==> src/rtl/core/dlpll_pkg.sv <==
// Shared types, constants and microcode program for the digital linear PLL.
// Used by the datapath, the top level and the port checker; depends on nothing.
package dlpll_pkg;

    // Default parameter values
    localparam int SAMPLE_WIDTH_DEF   = 24;
    localparam int COEF_FRAC_BITS_DEF = 12;

    // Fixed field and arithmetic widths
    localparam int COEF_W          = 16;
    localparam int MUL_A_W         = COEF_W + 1;
    localparam int FILT_W          = 32;
    localparam int PHASE_W         = 32;
    localparam int HALF_W          = 30;
    localparam int LEVEL_W         = 2;
    localparam int DCO_SCALE_SHIFT = 6;

    // Configuration port
    localparam int CFG_IDX_W  = 3;
    localparam int CFG_DATA_W = 32;

    // Result stream: filter_out, dco_level, dco_phase_next, padded to bytes
    localparam int M_FIELDS_W = FILT_W + LEVEL_W + PHASE_W;
    localparam int M_TDATA_W  = ((M_FIELDS_W + 7) / 8) * 8;

    // Register reset values
    localparam logic [COEF_W-1:0] POLE_COEF_RST  = 16'hF05E;  // -4002
    localparam logic [COEF_W-1:0] ZERO_NOW_RST   = 16'd4348;
    localparam logic [COEF_W-1:0] ZERO_PREV_RST  = 16'hF138;  // -3784
    localparam logic [COEF_W-1:0] CENTRE_INC_RST = 16'd628;
    localparam logic [COEF_W-1:0] DCO_GAIN_RST   = 16'd1;
    localparam logic [HALF_W-1:0] HALF_CYCLE_RST = 30'd25133;

    // DCO level codes
    localparam logic [LEVEL_W-1:0] LEVEL_ZERO = 2'b00;
    localparam logic [LEVEL_W-1:0] LEVEL_POS  = 2'b01;
    localparam logic [LEVEL_W-1:0] LEVEL_NEG  = 2'b11;

    // Register indexes
    typedef enum logic [CFG_IDX_W-1:0] {
        REG_POLE_COEF  = 3'd0,
        REG_ZERO_NOW   = 3'd1,
        REG_ZERO_PREV  = 3'd2,
        REG_CENTRE_INC = 3'd3,
        REG_DCO_GAIN   = 3'd4,
        REG_HALF_CYCLE = 3'd5
    } reg_idx_t;

    typedef struct packed {
        logic [COEF_W-1:0] pole_coef;
        logic [COEF_W-1:0] zero_coef_now;
        logic [COEF_W-1:0] zero_coef_prev;
        logic [COEF_W-1:0] centre_increment;
        logic [COEF_W-1:0] dco_gain;
        logic [HALF_W-1:0] half_cycle;
    } cfg_regs_t;

    // Microcode fields
    typedef enum logic [1:0] {
        A_POLE_NEG  = 2'd0,
        A_ZERO_NOW  = 2'd1,
        A_ZERO_PREV = 2'd2,
        A_GAIN      = 2'd3
    } a_sel_t;

    typedef enum logic [1:0] {
        B_PREV_FILT = 2'd0,
        B_DET       = 2'd1,
        B_PREV_DET  = 2'd2,
        B_SCALED    = 2'd3
    } b_sel_t;

    typedef enum logic [1:0] {
        ACC_HOLD = 2'd0,
        ACC_LOAD = 2'd1,
        ACC_ADD  = 2'd2
    } acc_op_t;

    typedef enum logic {
        SEQ_NEXT = 1'b0,
        SEQ_DONE = 1'b1
    } seq_op_t;

    typedef struct packed {
        a_sel_t  a_sel;
        b_sel_t  b_sel;
        logic    mul_en;
        acc_op_t acc_op;
        logic    sat_en;
        logic    sum_en;
        seq_op_t seq;
    } ctrl_word_t;

    // Control bundle from sequencer to datapath
    typedef struct packed {
        ctrl_word_t uword;
        logic       load;
        logic       commit;
    } dp_ctrl_t;

    localparam int NUM_STEPS = 8;
    localparam int STEP_W    = $clog2(NUM_STEPS);

    // Microcode program: one control word per step
    function automatic ctrl_word_t ucode_rom(input logic [STEP_W-1:0] step);
        ctrl_word_t w;
        w = '0;
        unique case (step)
            3'd0: begin
                w.a_sel = A_POLE_NEG;  w.b_sel = B_PREV_FILT; w.mul_en = 1'b1;
            end
            3'd1: begin
                w.a_sel = A_ZERO_NOW;  w.b_sel = B_DET;       w.mul_en = 1'b1;
                w.acc_op = ACC_LOAD;
            end
            3'd2: begin
                w.a_sel = A_ZERO_PREV; w.b_sel = B_PREV_DET;  w.mul_en = 1'b1;
                w.acc_op = ACC_ADD;
            end
            3'd3: w.acc_op = ACC_ADD;
            3'd4: w.sat_en = 1'b1;
            3'd5: begin
                w.a_sel = A_GAIN;      w.b_sel = B_SCALED;    w.mul_en = 1'b1;
            end
            3'd6: w.sum_en = 1'b1;
            3'd7: w.seq = SEQ_DONE;
            default: w = '0;
        endcase
        return w;
    endfunction

endpackage

==> src/rtl/core/dlpll_datapath.sv <==
// Datapath of the digital linear PLL: shared multiplier, accumulator, loop state.
// Driven by control words from the top-level sequencer; depends on dlpll_pkg.
module dlpll_datapath #(
    parameter int SAMPLE_WIDTH   = dlpll_pkg::SAMPLE_WIDTH_DEF,
    parameter int COEF_FRAC_BITS = dlpll_pkg::COEF_FRAC_BITS_DEF
) (
    input  logic                                     aclk,
    input  logic                                     aresetn,
    input  dlpll_pkg::dp_ctrl_t                      ctrl,
    input  dlpll_pkg::cfg_regs_t                     cfg,
    input  logic signed [SAMPLE_WIDTH-1:0]           sample,
    output logic signed [dlpll_pkg::FILT_W-1:0]      filter_out,
    output logic        [dlpll_pkg::LEVEL_W-1:0]     level_out,
    output logic signed [dlpll_pkg::PHASE_W-1:0]     phase_out
);
    import dlpll_pkg::*;

    localparam int DW   = SAMPLE_WIDTH + 1;
    localparam int BW   = (DW > FILT_W) ? DW : FILT_W;
    localparam int PW   = BW + MUL_A_W;
    localparam int AW   = PW + 2;
    localparam int SUMW = PW + 2;
    localparam int HIW  = AW - FILT_W + 1;

    // Loop state
    logic signed [DW-1:0]      prev_det_reg;
    logic signed [FILT_W-1:0]  prev_filt_reg;
    logic signed [PHASE_W-1:0] phase_reg;
    logic [LEVEL_W-1:0]        level_reg;

    // Working registers
    logic signed [DW-1:0]      det_reg;
    logic signed [PW-1:0]      prod_reg;
    logic signed [AW-1:0]      acc_reg;
    logic signed [FILT_W-1:0]  filt_reg;
    logic signed [SUMW-1:0]    sum_reg;

    logic signed [MUL_A_W-1:0] mul_a;
    logic signed [BW-1:0]      mul_b;
    logic signed [PW-1:0]      mul_p;
    logic signed [AW-1:0]      acc_shift;
    logic [HIW-1:0]            acc_hi;
    logic signed [FILT_W-1:0]  filt_next;
    logic signed [FILT_W-1:0]  filt_scaled;
    logic signed [PHASE_W-1:0] wrapped;
    logic                      wrap_hit;

    // Select multiplier operands
    always_comb begin
        case (ctrl.uword.a_sel)
            A_POLE_NEG:  mul_a = -$signed({cfg.pole_coef[COEF_W-1], cfg.pole_coef});
            A_ZERO_NOW:  mul_a = $signed({cfg.zero_coef_now[COEF_W-1], cfg.zero_coef_now});
            A_ZERO_PREV: mul_a = $signed({cfg.zero_coef_prev[COEF_W-1], cfg.zero_coef_prev});
            A_GAIN:      mul_a = $signed({cfg.dco_gain[COEF_W-1], cfg.dco_gain});
            default:     mul_a = '0;
        endcase
    end

    assign filt_scaled = filt_reg >>> DCO_SCALE_SHIFT;

    always_comb begin
        case (ctrl.uword.b_sel)
            B_PREV_FILT: mul_b = BW'(prev_filt_reg);
            B_DET:       mul_b = BW'(det_reg);
            B_PREV_DET:  mul_b = BW'(prev_det_reg);
            B_SCALED:    mul_b = BW'(filt_scaled);
            default:     mul_b = '0;
        endcase
    end

    assign mul_p = PW'(mul_a) * PW'(mul_b);

    // Shift down and saturate the accumulated filter sum
    assign acc_shift = acc_reg >>> COEF_FRAC_BITS;
    assign acc_hi    = acc_shift[AW-1:FILT_W-1];

    always_comb begin
        if ((&acc_hi) || !(|acc_hi)) begin
            filt_next = acc_shift[FILT_W-1:0];
        end else if (acc_shift[AW-1]) begin
            filt_next = {1'b1, {(FILT_W-1){1'b0}}};
        end else begin
            filt_next = {1'b0, {(FILT_W-1){1'b1}}};
        end
    end

    // Wrap the advanced phase once by two half-cycles
    assign wrap_hit = sum_reg > $signed(SUMW'(cfg.half_cycle));
    assign wrapped  = wrap_hit ? sum_reg[PHASE_W-1:0] - {1'b0, cfg.half_cycle, 1'b0}
                               : sum_reg[PHASE_W-1:0];

    // Working registers follow the control word
    always_ff @(posedge aclk) begin
        if (ctrl.load) begin
            case (level_reg)
                LEVEL_POS: det_reg <= DW'(sample);
                LEVEL_NEG: det_reg <= -DW'(sample);
                default:   det_reg <= '0;
            endcase
        end
        if (ctrl.uword.mul_en) begin
            prod_reg <= mul_p;
        end
        case (ctrl.uword.acc_op)
            ACC_LOAD: acc_reg <= AW'(prod_reg);
            ACC_ADD:  acc_reg <= acc_reg + AW'(prod_reg);
            default:  acc_reg <= acc_reg;
        endcase
        if (ctrl.uword.sat_en) begin
            filt_reg <= filt_next;
        end
        if (ctrl.uword.sum_en) begin
            sum_reg <= SUMW'(phase_reg) + $signed(SUMW'(cfg.centre_increment))
                     + SUMW'(prod_reg);
        end
        if (ctrl.commit) begin
            filter_out <= filt_reg;
            level_out  <= level_reg;
            phase_out  <= wrapped;
        end
    end

    // Loop state advances on commit
    always_ff @(posedge aclk) begin
        if (!aresetn) begin
            prev_det_reg  <= '0;
            prev_filt_reg <= '0;
            phase_reg     <= '0;
            level_reg     <= LEVEL_ZERO;
        end else if (ctrl.commit) begin
            prev_det_reg  <= det_reg;
            prev_filt_reg <= filt_reg;
            phase_reg     <= wrapped;
            level_reg     <= wrapped[PHASE_W-1] ? LEVEL_NEG : LEVEL_POS;
        end
    end

endmodule

==> src/rtl/core/digital_linear_pll_core.sv <==
// Digital linear PLL core: stream ports, configuration registers, microcode sequencer.
// A sample runs through 8 microcode steps (four products on the shared multiplier);
// the last step commits the result and waits while a result is unread. No new sample
// is accepted until the last step has finished.
// Reset (aresetn low, synchronous): loop state cleared, registers to defaults, no result.
// Depends on dlpll_pkg and dlpll_datapath.
module digital_linear_pll_core #(
    parameter int SAMPLE_WIDTH   = dlpll_pkg::SAMPLE_WIDTH_DEF,
    parameter int COEF_FRAC_BITS = dlpll_pkg::COEF_FRAC_BITS_DEF
) (
    input  logic                                 aclk,
    input  logic                                 aresetn,
    // s_tdata: [SAMPLE_WIDTH-1:0] input_sample, zero padding above
    input  logic                                 s_tvalid,
    output logic                                 s_tready,
    input  logic [((SAMPLE_WIDTH+7)/8)*8-1:0]    s_tdata,
    // m_tdata: [31:0] filter_out, [33:32] dco_level, [65:34] dco_phase_next, zeros above
    output logic                                 m_tvalid,
    input  logic                                 m_tready,
    output logic [dlpll_pkg::M_TDATA_W-1:0]      m_tdata,
    input  logic                                 cfg_valid,
    output logic                                 cfg_ready,
    input  logic [dlpll_pkg::CFG_IDX_W-1:0]      cfg_index,
    input  logic [dlpll_pkg::CFG_DATA_W-1:0]     cfg_data
);
    import dlpll_pkg::*;

    cfg_regs_t           cfg_reg;
    logic                busy_reg;
    logic [STEP_W-1:0]   step_reg;
    logic                m_tvalid_reg;
    ctrl_word_t          uword;
    dp_ctrl_t            dp_ctrl;
    logic                accept;
    logic                out_free;
    logic                commit;
    logic signed [FILT_W-1:0]  filter_out;
    logic        [LEVEL_W-1:0] level_out;
    logic signed [PHASE_W-1:0] phase_out;

    assign cfg_ready = 1'b1;
    assign s_tready  = !busy_reg;
    assign accept    = s_tvalid && s_tready;
    assign out_free  = !m_tvalid_reg || m_tready;

    // Fetch the current control word; idle issues no operations
    assign uword  = busy_reg ? ucode_rom(step_reg) : '0;
    assign commit = busy_reg && (uword.seq == SEQ_DONE) && out_free;

    assign dp_ctrl.uword  = uword;
    assign dp_ctrl.load   = accept;
    assign dp_ctrl.commit = commit;

    // Configuration register writes
    always_ff @(posedge aclk) begin
        if (!aresetn) begin
            cfg_reg.pole_coef        <= POLE_COEF_RST;
            cfg_reg.zero_coef_now    <= ZERO_NOW_RST;
            cfg_reg.zero_coef_prev   <= ZERO_PREV_RST;
            cfg_reg.centre_increment <= CENTRE_INC_RST;
            cfg_reg.dco_gain         <= DCO_GAIN_RST;
            cfg_reg.half_cycle       <= HALF_CYCLE_RST;
        end else if (cfg_valid && cfg_ready) begin
            unique case (cfg_index)
                REG_POLE_COEF:  cfg_reg.pole_coef        <= cfg_data[COEF_W-1:0];
                REG_ZERO_NOW:   cfg_reg.zero_coef_now    <= cfg_data[COEF_W-1:0];
                REG_ZERO_PREV:  cfg_reg.zero_coef_prev   <= cfg_data[COEF_W-1:0];
                REG_CENTRE_INC: cfg_reg.centre_increment <= cfg_data[COEF_W-1:0];
                REG_DCO_GAIN:   cfg_reg.dco_gain         <= cfg_data[COEF_W-1:0];
                REG_HALF_CYCLE: cfg_reg.half_cycle       <= cfg_data[HALF_W-1:0];
                default: ;
            endcase
        end
    end

    // Step counter: start on accept, advance each step, finish when the result slot frees
    always_ff @(posedge aclk) begin
        if (!aresetn) begin
            busy_reg <= 1'b0;
            step_reg <= '0;
        end else if (accept) begin
            busy_reg <= 1'b1;
            step_reg <= '0;
        end else if (busy_reg) begin
            if (uword.seq == SEQ_NEXT) begin
                step_reg <= step_reg + 1'b1;
            end else if (out_free) begin
                busy_reg <= 1'b0;
            end
        end
    end

    // Result valid: set on commit, drop when taken
    always_ff @(posedge aclk) begin
        if (!aresetn) begin
            m_tvalid_reg <= 1'b0;
        end else if (commit) begin
            m_tvalid_reg <= 1'b1;
        end else if (m_tready) begin
            m_tvalid_reg <= 1'b0;
        end
    end

    dlpll_datapath #(
        .SAMPLE_WIDTH   (SAMPLE_WIDTH),
        .COEF_FRAC_BITS (COEF_FRAC_BITS)
    ) u_datapath (
        .aclk       (aclk),
        .aresetn    (aresetn),
        .ctrl       (dp_ctrl),
        .cfg        (cfg_reg),
        .sample     ($signed(s_tdata[SAMPLE_WIDTH-1:0])),
        .filter_out (filter_out),
        .level_out  (level_out),
        .phase_out  (phase_out)
    );

    assign m_tvalid = m_tvalid_reg;
    assign m_tdata  = {{(M_TDATA_W-M_FIELDS_W){1'b0}}, phase_out, level_out, filter_out};

endmodule

==> config.mk <==
export PLATFORM = sky130hd
export DESIGN_NAME = digital_linear_pll_core
export DESIGN_NICKNAME = d
export VERILOG_FILES = /design/src/rtl/core/dlpll_pkg.sv /design/src/rtl/core/dlpll_datapath.sv /design/src/rtl/core/digital_linear_pll_core.sv
export SDC_FILE = /design/constraint.sdc
export NUM_CORES = 2
export LEC_CHECK = 0
export BUFFER_PORTS_ARGS = -buffer_cell sky130_fd_sc_hd__buf_2
export CORE_MARGIN = 2
export CORE_UTILIZATION = 51
export DETAILED_ROUTE_END_ITERATION = 6
export GPL_TIMING_DRIVEN = 0
export PLACE_DENSITY = 0.76
export SKIP_LAST_GASP = 1
export SYNTH_ARGS = -nofsm -noshare
export SYNTH_HDL_FRONTEND = slang
export SYNTH_SLANG_ARGS = --single-unit
==> constraint.sdc <==
create_clock -name aclk -period 9.92 [get_ports aclk]
set_clock_uncertainty 0.05 [all_clocks]
set_input_delay 0.992 -clock aclk [delete_from_list [all_inputs] [get_ports aclk]]
set_output_delay 0.992 -clock aclk [all_outputs]
set_load 0.005 [all_outputs]
* Word-level counts from Yosys, hierarchy flattened *
Index checks and enable logic that the tools add are counted.
Widths: inputs -> output; s select.

word-level totals
  bits in registers = 480
  bits in latches = 0
  RAM bits = 0
  ROM bits = 0
  input bits = 64
  output and inout bits = 75
  logic and storage cells = 99
  memories = 0

cells by class
  add/subtract/negate cells = 7
  multipliers = 1
  div/mod/pow operators = 0
  $lt $le $gt $ge = 1
  eq/ne operators = 22
  shifts and indexed selects = 0
  multiplexer cells = 20
  bitwise logic cells = 2
  reductions and logical operators = 25

operator list
  kind                count
  $pmux 32 s4         1
  $pmux 51 s2         1
  $mux 32             3
  $pmux 17 s4         1
  $add 51x49->51      1
  $gt 51x31->1        1
  $add 33x49->50      1
  $pmux 25 s2         1
  $mul 17x32->49      1
  $add 32x17->33      1
  $sub 32x31->32      1
  $neg 24->25         1
  $pmux 5 s4          1
  $eq 3x3->1 const B  6
  $neg 16->17         1
  $reduce_and 2->1    7
  $eq 2x2->1 const B  6
  $eq 3x2->1 const B  4
  $mux 10             1
  $mux 1              9
  $eq 2x1->1 const B  4
  $reduce_and 8->1    1
  $reduce_or 8->1     1
  $eq 3x1->1 const B  2
  11 further kinds    21

* Longest topological paths before layout *
  depth after elaboration = 7
  mapped depth = 33
  mapped depth without buffers = 31

* Cells and area by module *
From an unflattened synthesis, not the netlist that was laid out.

unflattened totals
  cell total of the unflattened synthesis = 4,737
  area, all modules = 45,479.9 um^2

by module, submodules not included
  module                   times used  cells each  area an instance (um^2)  seq. area each (um^2)
  dlpll_datapath           1           4,263       41,245.8                 9,999.6
  digital_linear_pll_core  1           474         4,234.1                  2,302.2

* Least setup slack after synthesis *
No wires, ideal clock.

  path type = register to register
  from = register step_reg[0]
  to = register u_datapath.prod_reg[48], data pin
  setup time = 260 ps
  arrival time = 7,936 ps
  required time = 9,610 ps
  path slack = 1,674 ps
  stages on the path, launching flop included = 29
  buffers on the path = 2
  clock period less this slack = 8,246 ps
  path through = dfxtp_1 -> ha_1 -> inv_1 -> nor3_1 -> clkbuf_1 -> nand2_1 -> and2_1 -> clkbuf_1 -> nor2_1 -> nand2_1 -> fa_1 -> inv_1 -> fa_1 -> fa_1 -> fa_1 -> fa_1 -> inv_1 -> fa_1 -> inv_1 -> ha_1 -> a21o_1 -> a21o_1 -> a21oi_1 -> o21ai_0 -> a21o_1 -> or4_1 -> a31o_2 -> a21oi_1 -> xnor2_1

between the ends
  word-level cells in the longest chain between the ends = 6
  elaborated cells on any way between the ends = 17
  those cells by class = mul (1); eq/ne (9); mux (4); reduce/logical (3)

ends and longest elaborated chain
  element                                     RTL line                                    text
  start: declaration                          digital_linear_pll_core.sv:30               logic [STEP_W-1:0] step_reg;
  start signal: assignment                    digital_linear_pll_core.sv:86               step_reg <= step_reg + 1'b1;
  $eq 3x3->1 (tied with other cells)          dlpll_pkg.sv:108                            unique case (step)
  $pmux 5 s4 *                                dlpll_pkg.sv:108
  $mux 10 *                                   digital_linear_pll_core.sv:47               assign uword = busy_reg ? ucode_rom(step_reg) : '0;
  $eq 2x2->1 (tied with other cells)          dlpll_datapath.sv:50                        case (ctrl.uword.a_sel)
  $pmux 17 s4 or $pmux 32 s4 (tied branches)  dlpll_datapath.sv:50, dlpll_datapath.sv:62
  $mul 17x32->49 *                            dlpll_datapath.sv:71                        assign mul_p = PW'(mul_a) * PW'(mul_b);
  net u_datapath.mul_p[48]                    dlpll_datapath.sv:40                        logic signed [PW-1:0] mul_p;
  end signal: assignment                      dlpll_datapath.sv:102                       prod_reg <= mul_p;
  end: declaration                            dlpll_datapath.sv:33                        logic signed [PW-1:0] prod_reg;

The timed path passes the listed nets; every way through them passes the cells marked *.
A chain may end at the register's enable or synchronous reset.

* Final worst setup path *
Ends and elaborated chain as after synthesis.

==> run summary <==
CTS tree - yes
Detailed-route wire length per cell - 22.1 um
Int Pwr - 3890 uW
H-tree lvl count - 2
Critical Path Start - step_reg[0]
Mapped Cells - 4,991
Sequential area share after synthesis - 27.0%
Mean Syn Cell Area - 9.11 um2
Largest net degree at the start of global routing - 45
Port Buffers - 128
GRT met2 Usage - 47.9%
Area grow syn2layout - 8.94%
Placed Cells - 6,297
Starting Density - 51.5%
EDFF count, synth - 273
Crit path max-delay cell type - fa_1
Most crowded layer after global routing - met2
Final period utilization - 97.2%
P_sw - 1900 uW
Total gr overflow - 0
Pre-antenna DRT Iters - 7
Io pins - 139
Row count - 109
Tot GR Track Use - 30.9%
CP endpoint kind - register
Status - finished, violations left
DR vias/cell - 5.84
Hold-fix buffers, CTS - 0
Crit start category - register
LEAKAGE - 0.0225 uW
Post-route insts no fill - 6,392
Post-place setup slack - -0.879 ns
Most used cell, CP - fa_1
Failing checks - design-rule violations
Placer Congestion - 1.04
DR iter-0 viols - 3,660
Antenna violations before repair - 7
Max-slew violations - 0
Critical path arrival - 9.95 ns
Die W - 303 um
Clock share of power - 33.8%
Floorplan core area - 88,400 um2
Max Freq - 104 MHz
Layout cells sized above 1 - 6.85%
Reg2Reg Launch Point - step_reg[0]
Post-synthesis cell type count - 89
Tmin final - 9.64 ns
Yosys reg bits - 478
Vias - 37,351
Detailed placer's ending HPWL - 115,000 um
Pwr Total - 5780 uW
Number of buffers created by CTS - 51
Vert. Die Dim - 303 um
Worst VDD drop - 168 uV
GR Layer Usage met1 - 40.6%
Vias in the first global route - 36,522
Reg power frac - 39.1%
CP required - 10.22 ns
Final setup vio count - 0
Synthesized area - 45,500 um2
Remaining antenna violation count after routing - 0
M3 GR Usage - 6.34%
Total number of yosys warnings - 0
Post-Route WL - 141,000 um
Final core utilization - 56.1%
Hold crit path type - register to register
First-pass GRT wire length - 213,000 um
Most frequent cells in the layout - 818 x nand2_1, 655 x inv_1, 540 x fa_1
Worst-skew pair later-pin latency - 0.62 ns
Max-cap violations - 0
Total Die Area - 91,600 um2
Hold wc startpoint - u_datapath.prev_filt_reg[4]
Combinational share of power - 27.0%
Fill cells - 7,760
Longest Clk Path Bufs - 3
Worst Path Max Fanout - 10
Slew HR - 9.09%
DRC - 6
Clock transition at path regs - 0.06 ns
Max reg flops - 110
Largest stage delay, worst path - 0.58 ns
Synth async-reset ratio - 0%
Root Driver - clkbuf_16
Primary FF master, synth - edfxtp_1
Final worst slack - 0.277 ns
Crit path kind - register to register
Most common cell after layout, fill and taps aside - nand2_1
Worst Tran Pin Value - 1.36 ns
Final Hold Vio Count - 0
Pwr Density - 117 nW/um2
Switch share - 32.8%
# nets final - 6,103
# clock sinks - 478
[Yosys cell counts, drive strengths merged (79+ instances only)]
master  instances  area [um2]
nand2         820        3080
inv           657        2470
fa            541       10800
nor2          427        1610
ha            314        3930
a21oi         313        1570
edfxtp        273        8200
dfxtp         205        4100
clkbuf        203         763
a21o          151        1130
o21ai         146         764
xnor2         126        1100
and2           80         500
nand3          79         400
[critical path: cells and delay by family, from the launching register on]
family,cells,cell delay (ns)
XOR/XNOR,1,0.10
flip-flops,1,0.45
AND/OR/NAND/NOR,4,1.18
AO/OA/AOI/OAI,9,2.01
buffers and inverters,8,1.74
adder cells (fa/ha/maj),8,3.84
[layer usage]
| layer | vias up | wire length (um) |
|---|---|---|
| met3 | 405 | 14700 |
| met1 | 18311 | 54800 |
| met5 | - | 12 |
| li1 | 16803 | - |
| met2 | 1830 | 62700 |
| met4 | 2 | 9110 |
[cell families (layout without fill, tap and decap cells)]
family | Yosys count | in the layout | synth area share, %
flops | 478 | 478 | 27.0
xor+xnor | 175 | 175 | 3.37
other cells | 2 | 8 | 0.0165
mux | 44 | 44 | 1.07
fa+ha+maj | 855 | 855 | 32.5
buf+inv | 887 | 1117 | 7.42
simple gates | 1648 | 1648 | 15.6
compound gates | 902 | 902 | 13.0
[worst paths after layout]
path | to | slack [ns] | depth (start not counted)
setup / recovery | u_datapath.prod_reg[48] | 0.28 | 30
hold / removal | u_datapath.prev_filt_reg[4] | 0.40 | 2
setup reg to reg | u_datapath.prod_reg[48] | 0.28 | 30
hold reg to reg | u_datapath.prev_filt_reg[4] | 0.40 | 2
[stage by stage]
step           area, um2  hold WS (ns)  setup TNS, ns
6_report           49500         0.405              0
5_1_grt            49500         0.418        -0.0115
4_1_cts            49500         0.405              0
3_5_place_dp       47800         0.396          -7.54
3_3_place_gp       47600         0.392          -7.10
2_1_floorplan      45500         0.376              0
[final cells by class]
cell class | instances | area (um2) | share of cell area [%]
clock buffers | 65 | 1420 | 2.87
flip-flops and latches | 478 | 12300 | 24.8
inverters | 657 | 2470 | 4.98
diodes | 1 | 2.50 | 0.00505
repair buffers | 138 | 808 | 1.63
multi-input cells | 3631 | 29900 | 60.3
clock inverters | 30 | 268 | 0.540
well taps | 1165 | 1460 | 2.94
plain buffers | 227 | 941 | 1.90
[power groups by stage]
| stage | clock network, uW | registers, uW | logic (uW) |
|---|---|---|---|
| floorplan | 0 | 2260 | 1110 |
| global placement | 0 | 2310 | 1500 |
| detailed placement | 0 | 2300 | 1530 |
| CTS | 1980 | 2260 | 1540 |
| global route | 2050 | 2270 | 1730 |
| finish | 1960 | 2260 | 1560 |
[repair_timing]
item	in CTS	in global routing
setup buffers	0	2
pin swaps	0	2
gates resized for setup	16	40
endpoints found under the setup margin	21	10
(Power assumes the default switching activity.)
